### src/sv/pest_pkg.sv
package pest_pkg;

	localparam int SLOT_W = 3;
	localparam int ID_W   = 8;
	localparam int PER_W  = 16;

	localparam logic [1:0] OP_REGISTER   = 2'd0;
	localparam logic [1:0] OP_UNREGISTER = 2'd1;
	localparam logic [1:0] OP_TICK       = 2'd2;

	localparam logic [1:0] SEL_SLOW = 2'd1;
	localparam logic [1:0] SEL_FAST = 2'd2;

	localparam logic [1:0] ST_OK        = 2'd0;
	localparam logic [1:0] ST_FULL      = 2'd1;
	localparam logic [1:0] ST_NOT_FOUND = 2'd2;

	typedef struct packed {
		logic [ID_W-1:0]  id;
		logic [PER_W-1:0] period;
		logic [PER_W-1:0] count;
	} slot_entry_t;

	typedef enum logic [1:0] {
		S_IDLE = 2'b01,
		S_WALK = 2'b10
	} state_t;

endpackage

### src/sv/periodic_event_slot_timer.sv
// A command on an unused table or opcode gives its done strobe in the cycle after start.
// Other commands walk the chosen table one slot per cycle through the slot memory
// (one read, in the next cycle a write-back); the walk ends at the first match or the last slot.
// A new command is accepted only while not busy; busy is high during the walk.
// Results are a one-cycle done strobe; the receiver cannot stall.
// Reset clears all slots (valid bits) and the control state; no clearing pass is needed.
module periodic_event_slot_timer #(
	parameter int SLOW_SLOTS = 8,
	parameter int FAST_SLOTS = 4
) (
	input  logic        clk,
	input  logic        arst_n,
	input  logic        start,
	output logic        busy,
	input  logic [1:0]  opcode,
	input  logic [1:0]  table_select,
	input  logic [7:0]  handler_id,
	input  logic [15:0] period,
	output logic        done,
	output logic [1:0]  status,
	output logic [2:0]  slot,
	output logic [7:0]  fire_mask
);

	localparam int DEPTH = SLOW_SLOTS + FAST_SLOTS;
	localparam int AW    = $clog2(DEPTH);
	localparam int NW    = pest_pkg::SLOT_W + 1;

	pest_pkg::state_t state_q;

	logic [1:0]                 op_q;
	logic [pest_pkg::ID_W-1:0]  id_q;
	logic [pest_pkg::PER_W-1:0] period_q;
	logic [AW-1:0]              base_q;
	logic [NW-1:0]              n_q;
	logic [NW-1:0]              issue_q;
	logic                       pend_s1;
	logic [pest_pkg::SLOT_W-1:0] idx_s1;
	logic [7:0]                 mask_q;

	logic                       done_q;
	logic [1:0]                 status_q;
	logic [2:0]                 slot_q;
	logic [7:0]                 fire_mask_q;

	logic                       accept;
	logic                       cmd_valid;
	logic                       issue;
	logic [AW-1:0]              rd_addr;
	pest_pkg::slot_entry_t      ent;
	pest_pkg::slot_entry_t      wr_data;
	logic                       wr_en;
	logic [pest_pkg::PER_W-1:0] cnt_inc;
	logic                       occupied;
	logic                       fire;
	logic                       hit;
	logic                       last;
	logic                       finish;
	logic [7:0]                 mask_next;
	logic [1:0]                 fail_status;

	assign busy   = (state_q == pest_pkg::S_WALK);
	assign accept = start && !busy;
	assign cmd_valid = (table_select == pest_pkg::SEL_SLOW || table_select == pest_pkg::SEL_FAST)
		&& (opcode == pest_pkg::OP_REGISTER || opcode == pest_pkg::OP_UNREGISTER
		|| opcode == pest_pkg::OP_TICK);

	assign issue   = busy && (issue_q != n_q);
	assign rd_addr = base_q + AW'(issue_q[pest_pkg::SLOT_W-1:0]);

	pest_slot_mem #(
		.DEPTH(DEPTH),
		.AW   (AW)
	) u_mem (
		.clk    (clk),
		.arst_n (arst_n),
		.rd_en  (issue),
		.rd_addr(rd_addr),
		.rd_data(ent),
		.wr_en  (wr_en),
		.wr_addr(base_q + AW'(idx_s1)),
		.wr_data(wr_data)
	);

	always_comb begin
		occupied  = (ent.id != '0);
		cnt_inc   = ent.count + 16'd1;
		fire      = occupied && (cnt_inc >= ent.period);
		last      = ({1'b0, idx_s1} + NW'(1)) == n_q;
		hit       = 1'b0;
		wr_en     = 1'b0;
		wr_data   = ent;
		mask_next = mask_q;
		fail_status = pest_pkg::ST_OK;
		case (op_q)
			pest_pkg::OP_REGISTER: begin
				hit         = !occupied;
				wr_en       = pend_s1 && hit;
				wr_data     = '{id: id_q, period: period_q, count: ent.count};
				fail_status = pest_pkg::ST_FULL;
			end
			pest_pkg::OP_UNREGISTER: begin
				hit         = (ent.id == id_q);
				wr_en       = pend_s1 && hit;
				wr_data     = '0;
				fail_status = pest_pkg::ST_NOT_FOUND;
			end
			pest_pkg::OP_TICK: begin
				wr_en   = pend_s1 && occupied;
				wr_data = '{id: ent.id, period: ent.period, count: fire ? '0 : cnt_inc};
				if (fire) begin
					mask_next = mask_q | (8'd1 << idx_s1);
				end
			end
			default: begin
				hit = 1'b0;
			end
		endcase
		finish = pend_s1 && (hit || last);
	end

	always_ff @(posedge clk or negedge arst_n) begin
		if (!arst_n) begin
			state_q <= pest_pkg::S_IDLE;
			done_q  <= 1'b0;
			pend_s1 <= 1'b0;
			issue_q <= '0;
		end else begin
			done_q <= 1'b0;
			case (state_q)
				pest_pkg::S_IDLE: begin
					pend_s1 <= 1'b0;
					issue_q <= '0;
					if (accept) begin
						if (cmd_valid) begin
							state_q <= pest_pkg::S_WALK;
						end else begin
							done_q <= 1'b1;
						end
					end
				end
				pest_pkg::S_WALK: begin
					// drop the read still in flight once the walk ends
					pend_s1 <= issue && !finish;
					issue_q <= issue_q + NW'(issue);
					if (finish) begin
						state_q <= pest_pkg::S_IDLE;
						done_q  <= 1'b1;
					end
				end
				default: begin
					state_q <= pest_pkg::S_IDLE;
				end
			endcase
		end
	end

	always_ff @(posedge clk) begin
		if (accept) begin
			op_q     <= opcode;
			id_q     <= handler_id;
			period_q <= period;
			mask_q   <= '0;
			if (table_select == pest_pkg::SEL_SLOW) begin
				base_q <= '0;
				n_q    <= NW'(SLOW_SLOTS);
			end else begin
				base_q <= AW'(SLOW_SLOTS);
				n_q    <= NW'(FAST_SLOTS);
			end
			status_q    <= pest_pkg::ST_OK;
			slot_q      <= '0;
			fire_mask_q <= '0;
		end
		if (busy) begin
			idx_s1 <= issue_q[pest_pkg::SLOT_W-1:0];
			if (pend_s1) begin
				mask_q <= mask_next;
			end
			if (finish) begin
				status_q    <= hit ? pest_pkg::ST_OK : fail_status;
				slot_q      <= hit ? idx_s1 : '0;
				fire_mask_q <= (op_q == pest_pkg::OP_TICK) ? mask_next : '0;
			end
		end
	end

	assign done      = done_q;
	assign status    = status_q;
	assign slot      = slot_q;
	assign fire_mask = fire_mask_q;

endmodule

### src/sv/pest_slot_mem.sv
module pest_slot_mem #(
	parameter int DEPTH = 12,
	parameter int AW    = 4
) (
	input  logic                 clk,
	input  logic                 arst_n,
	input  logic                 rd_en,
	input  logic [AW-1:0]        rd_addr,
	output pest_pkg::slot_entry_t rd_data,
	input  logic                 wr_en,
	input  logic [AW-1:0]        wr_addr,
	input  pest_pkg::slot_entry_t wr_data
);

	pest_pkg::slot_entry_t mem_q [DEPTH];
	pest_pkg::slot_entry_t rd_data_q;
	logic [DEPTH-1:0]      valid_q;
	logic                  rd_vld_q;

	always_ff @(posedge clk) begin
		if (wr_en) begin
			mem_q[wr_addr] <= wr_data;
		end
		if (rd_en) begin
			rd_data_q <= mem_q[rd_addr];
		end
	end

	// entries never written read as empty
	always_ff @(posedge clk or negedge arst_n) begin
		if (!arst_n) begin
			valid_q  <= '0;
			rd_vld_q <= 1'b0;
		end else begin
			if (wr_en) begin
				valid_q[wr_addr] <= 1'b1;
			end
			if (rd_en) begin
				rd_vld_q <= valid_q[rd_addr];
			end
		end
	end

	assign rd_data = rd_vld_q ? rd_data_q : '0;

endmodule

### config.mk
export PLATFORM = sky130hd
export DESIGN_NAME = periodic_event_slot_timer
export DESIGN_NICKNAME = d
export VERILOG_FILES = /design/src/sv/pest_pkg.sv /design/src/sv/periodic_event_slot_timer.sv /design/src/sv/pest_slot_mem.sv
export SDC_FILE = /design/constraint.sdc
export NUM_CORES = 1
export LEC_CHECK = 0
export ABC_AREA = 1
export CAP_MARGIN = 5
export CORE_ASPECT_RATIO = 0.7
export CORE_MARGIN = 1.5
export CORE_UTILIZATION = 55
export DETAILED_ROUTE_END_ITERATION = 12
export DONT_BUFFER_PORTS = 1
export GPL_ROUTABILITY_DRIVEN = 0
export PLACE_DENSITY = 0.7
export SYNTH_ARGS = -nofsm -noshare
export SYNTH_HDL_FRONTEND = slang
export SYNTH_SLANG_ARGS = --single-unit
export TNS_END_PERCENT = 50
### constraint.sdc
create_clock -name clk -period 10.9 [get_ports clk]
set_input_delay 0.545 -clock clk [delete_from_list [all_inputs] [get_ports clk]]
set_output_delay 0.545 -clock clk [all_outputs]
set_load 0.05 [all_outputs]
==> flow_summary.json <==
{
  "seq_power_share_pct": 50.1,
  "fp.dieArea_um2": 45400,
  "die_h_um": 179,
  "wl_per_cell_um": 22.6,
  "finish.utilization_pct": 60.9,
  "crit_path_max_incr_delay_ns": 0.83,
  "switching_share_pct": 28.9,
  "nets": 2058,
  "first_iter_violations": 1938,
  "yosysMostFrequentCell": "edfxtp_1",
  "n_antenna_cell": 0,
  "r2r_slack_ns": 6.26,
  "path_class": "reg -> reg",
  "initial_utilization_pct": 55.6,
  "syn_area_um2": 24300,
  "root_buffer": "clkbuf_16",
  "p_per_area_nw_per_um2": 212,
  "setup_viol": 0,
  "ys_warn_count": 0,
  "grt_max_degree": 98,
  "internal-power_w": 0.00399,
  "status": "completed",
  "io_pins": 46,
  "max_freq_ghz": 0.216,
  "ant_nets": 0,
  "slowest_stage": "o22ai_1",
  "yosysUniqueCellTypes": 39,
  "grt_overflow": 0,
  "cts_made_buffers": 52,
  "power_frac_comb_pct": 18.0,
  "slew_viol_final": 0,
  "fin_worst_skew_ns": 0.0166,
  "die_w_um": 254,
  "period_share_pct": 42.5,
  "synth_seq_cells": 593,
  "first_pass_iters": 6,
  "cp.required_ns": 11.15,
  "r2r_start": "u_mem.rd_vld_q",
  "worstSetupEndpointType": "register",
  "post_cts_buffers": 0,
  "async_flop_share_pct": 3.54,
  "clkPwrFrac_pct": 31.9,
  "synth_edf_count": 551,
  "vias": 15800,
  "hold_violations": 0,
  "drcViolationCount": 0,
  "path_clk_slew_ns": 0.07,
  "critical_path_arrival_ns": 4.89,
  "postSynthCellCount": 2019,
  "leakagePower_nw": 9.53,
  "grtUsageTotal_pct": 26.4,
  "io_buffers": 0,
  "synth_seq_area_share_pct": 72.1,
  "max-vdd-ir-drop_mv": 0.133,
  "hold_path.class": "in -> reg",
  "synth_ff_type": "edfxtp_1",
  "r2r-end": "u_mem.mem_q[9][6]",
  "netlist.area_leader.share_pct": 68.2,
  "tightest_slew_ns": 1.35,
  "period_needed_ns": 4.64,
  "relSlewSlack_pct": 8.73,
  "cp-endpoint": "u_mem.mem_q[9][6]",
  "yosysTopAreaCell": "edfxtp_1",
  "syn_avg_cell_area_um2": 12.0,
  "crit_start": "u_mem.rd_vld_q",
  "grt_pass1_wl_mm": 89.1,
  "cts_tree": "done",
  "area_growth_pct": 9.45,
  "worstPathCellList": "nand2_1 -> inv_1 -> ha_1 -> inv_1 -> nor3_1 -> nand3_1 -> xor2_1 -> inv_1 -> ha_1 -> nand4_1 -> nor2_1 -> o21ai_0 -> inv_1 -> nand2_1 -> nand2_1 -> nand2_1 -> nand2_1 -> o22ai_1",
  "maxCapViolations": 0,
  "clk_latency_ns": 0.58,
  "htreeDepth": 2,
  "antenna_found_initial": 0,
  "dp_hpwl_mm": 30.7,
  "synth_common_cells": "edfxtp_1, nor2_1, o21ai_0",
  "cp_max_fo": 22,
  "power.total_w": 0.00562,
  "rr_worst_depth": 18,
  "row_count": 64,
  "start_kind": "register",
  "via_per_inst": 6.01,
  "tns_ns": 0,
  "cts_resized": 0,
  "drive_above_1_share_pct": 8.30,
  "clk_path_buf_depth": 3,
  "core_area_um2": 43600,
  "p_switching_w": 0.00163,
  "first_global_vias": 14900,
  "wl_mm": 59.4,
  "ys_top_cells_by_area": "edfxtp_1, o21ai_0, nor2_1",
  "cp_common_cell": "nand2_1",
  "cts.sinks": 593,
  "synth_fp_nets": 2080,
  "grt_setup_unrepaired": "false"
}
worst max-delay path: cells and delay by family, from the launching register on:
kind / cells / cell delay [ns]
fa+ha+maj: 2 / 0.49
flops: 1 / 0.63
simple gates: 9 / 1.76
compound gates: 2 / 0.90
buf+inv: 4 / 0.31
xor+xnor: 1 / 0.22
cell families (layout without fill, tap and decap cells):
kind of cell / Yosys count / after routing / share of synthesized area (%)
and+or+nand+nor: 719 / 719 / 12.3
AOI/OAI and AO/OA: 455 / 455 / 10.2
DFF: 593 / 593 / 72.1
adders and majority gates: 30 / 30 / 1.55
buffers and inverters: 211 / 228 / 3.45
xor gates and xnor gates: 11 / 11 / 0.397
final cells by class:
cell class | count | area, um^2
clock inverter | 30 | 258
clock buffer | 63 | 1370
tap | 594 | 743
timing repair buffer | 37 | 278
multi-input combinational | 1215 | 6040
fill | 3414 | 17100
sequential | 593 | 17500
inverter | 98 | 374
worst min path at each step:
stage	from	to	slack (ns)	cells past startpoint
floorplan	arst_n	done	0.25	0
global route	period[1]	period_q[1]	0.03	0
finish	period[2]	period_q[2]	0.06	0
CTS	period[1]	period_q[1]	0.04	0
global placement	arst_n	state_q[1]	0.25	0
detailed placement	arst_n	state_q[1]	0.25	0
placed cells by master, fill, tap and decap left out, types with 14 or more instances in the layout:
cell       netlist  final
clkinv_2         0     16
ha_1            30     30
inv_1           94     90
nand3_1        113    113
edfxtp_1       551    551
clkbuf_16        0     53
nor2_1         289    276
nor2_4           2     14
dfrtp_1         20     17
o22ai_1        142    142
o21ai_0        286    285
buf_4            2     31
dfxtp_1         21     21
a21oi_1         15     15
nand2_1        272    272
through the flow:
stage / setup slack, ns / cell area (um^2) / cells / hold slack [ns]
after floorplan: 6.30 / 24300 / 2019 / 0.249
after global routing: 5.89 / 26600 / 2630 / 0.0279
final: 6.26 / 26600 / 2630 / 0.0637
after detailed placement: 6.37 / 24900 / 2531 / 0.250
after CTS: 6.36 / 26500 / 2625 / 0.0351
after global placement: 6.48 / 24900 / 2531 / 0.250
power by group through the flow:
stage / Sequential, W / Combinational, W / Clock, W
2_1_floorplan: 0.00282 / 0.000704 / 0
3_3_place_gp: 0.00286 / 0.000950 / 0
3_5_place_dp: 0.00286 / 0.000984 / 0
4_1_cts: 0.00281 / 0.000992 / 0.00181
5_1_grt: 0.00282 / 0.00113 / 0.00190
6_report: 0.00281 / 0.00101 / 0.00179
timing repair:
item,in CTS,in global routing
endpoints found under the hold margin,21,0
endpoints found under the setup margin,0,0
hold buffers,1,0
flip-flops by register name, indices dropped and copies added, names as in the netlist:
signal,flops
done,1
fire_mask,8
id_q,8
idx_s1,3
issue_q,4
mask_q,8
n_q,2
op_q,2
pend_s1,1
period_q,16
slot,3
state_q,2
status,2
u_mem.mem_q,480
u_mem.rd_data_q,40
u_mem.rd_vld_q,1
u_mem.valid_q,12
metal layers:
metal  vias to the layer above  track usage, %  part of all wire (%)
met3                        79            4.79                    10
met1                      7701            39.0                    42
met2                       834            40.9                    46
li1                       7191               -                     -
met5                         -               0                     0
met4                         0            6.23                   1.7
Power figures use the tool's default switching activity.
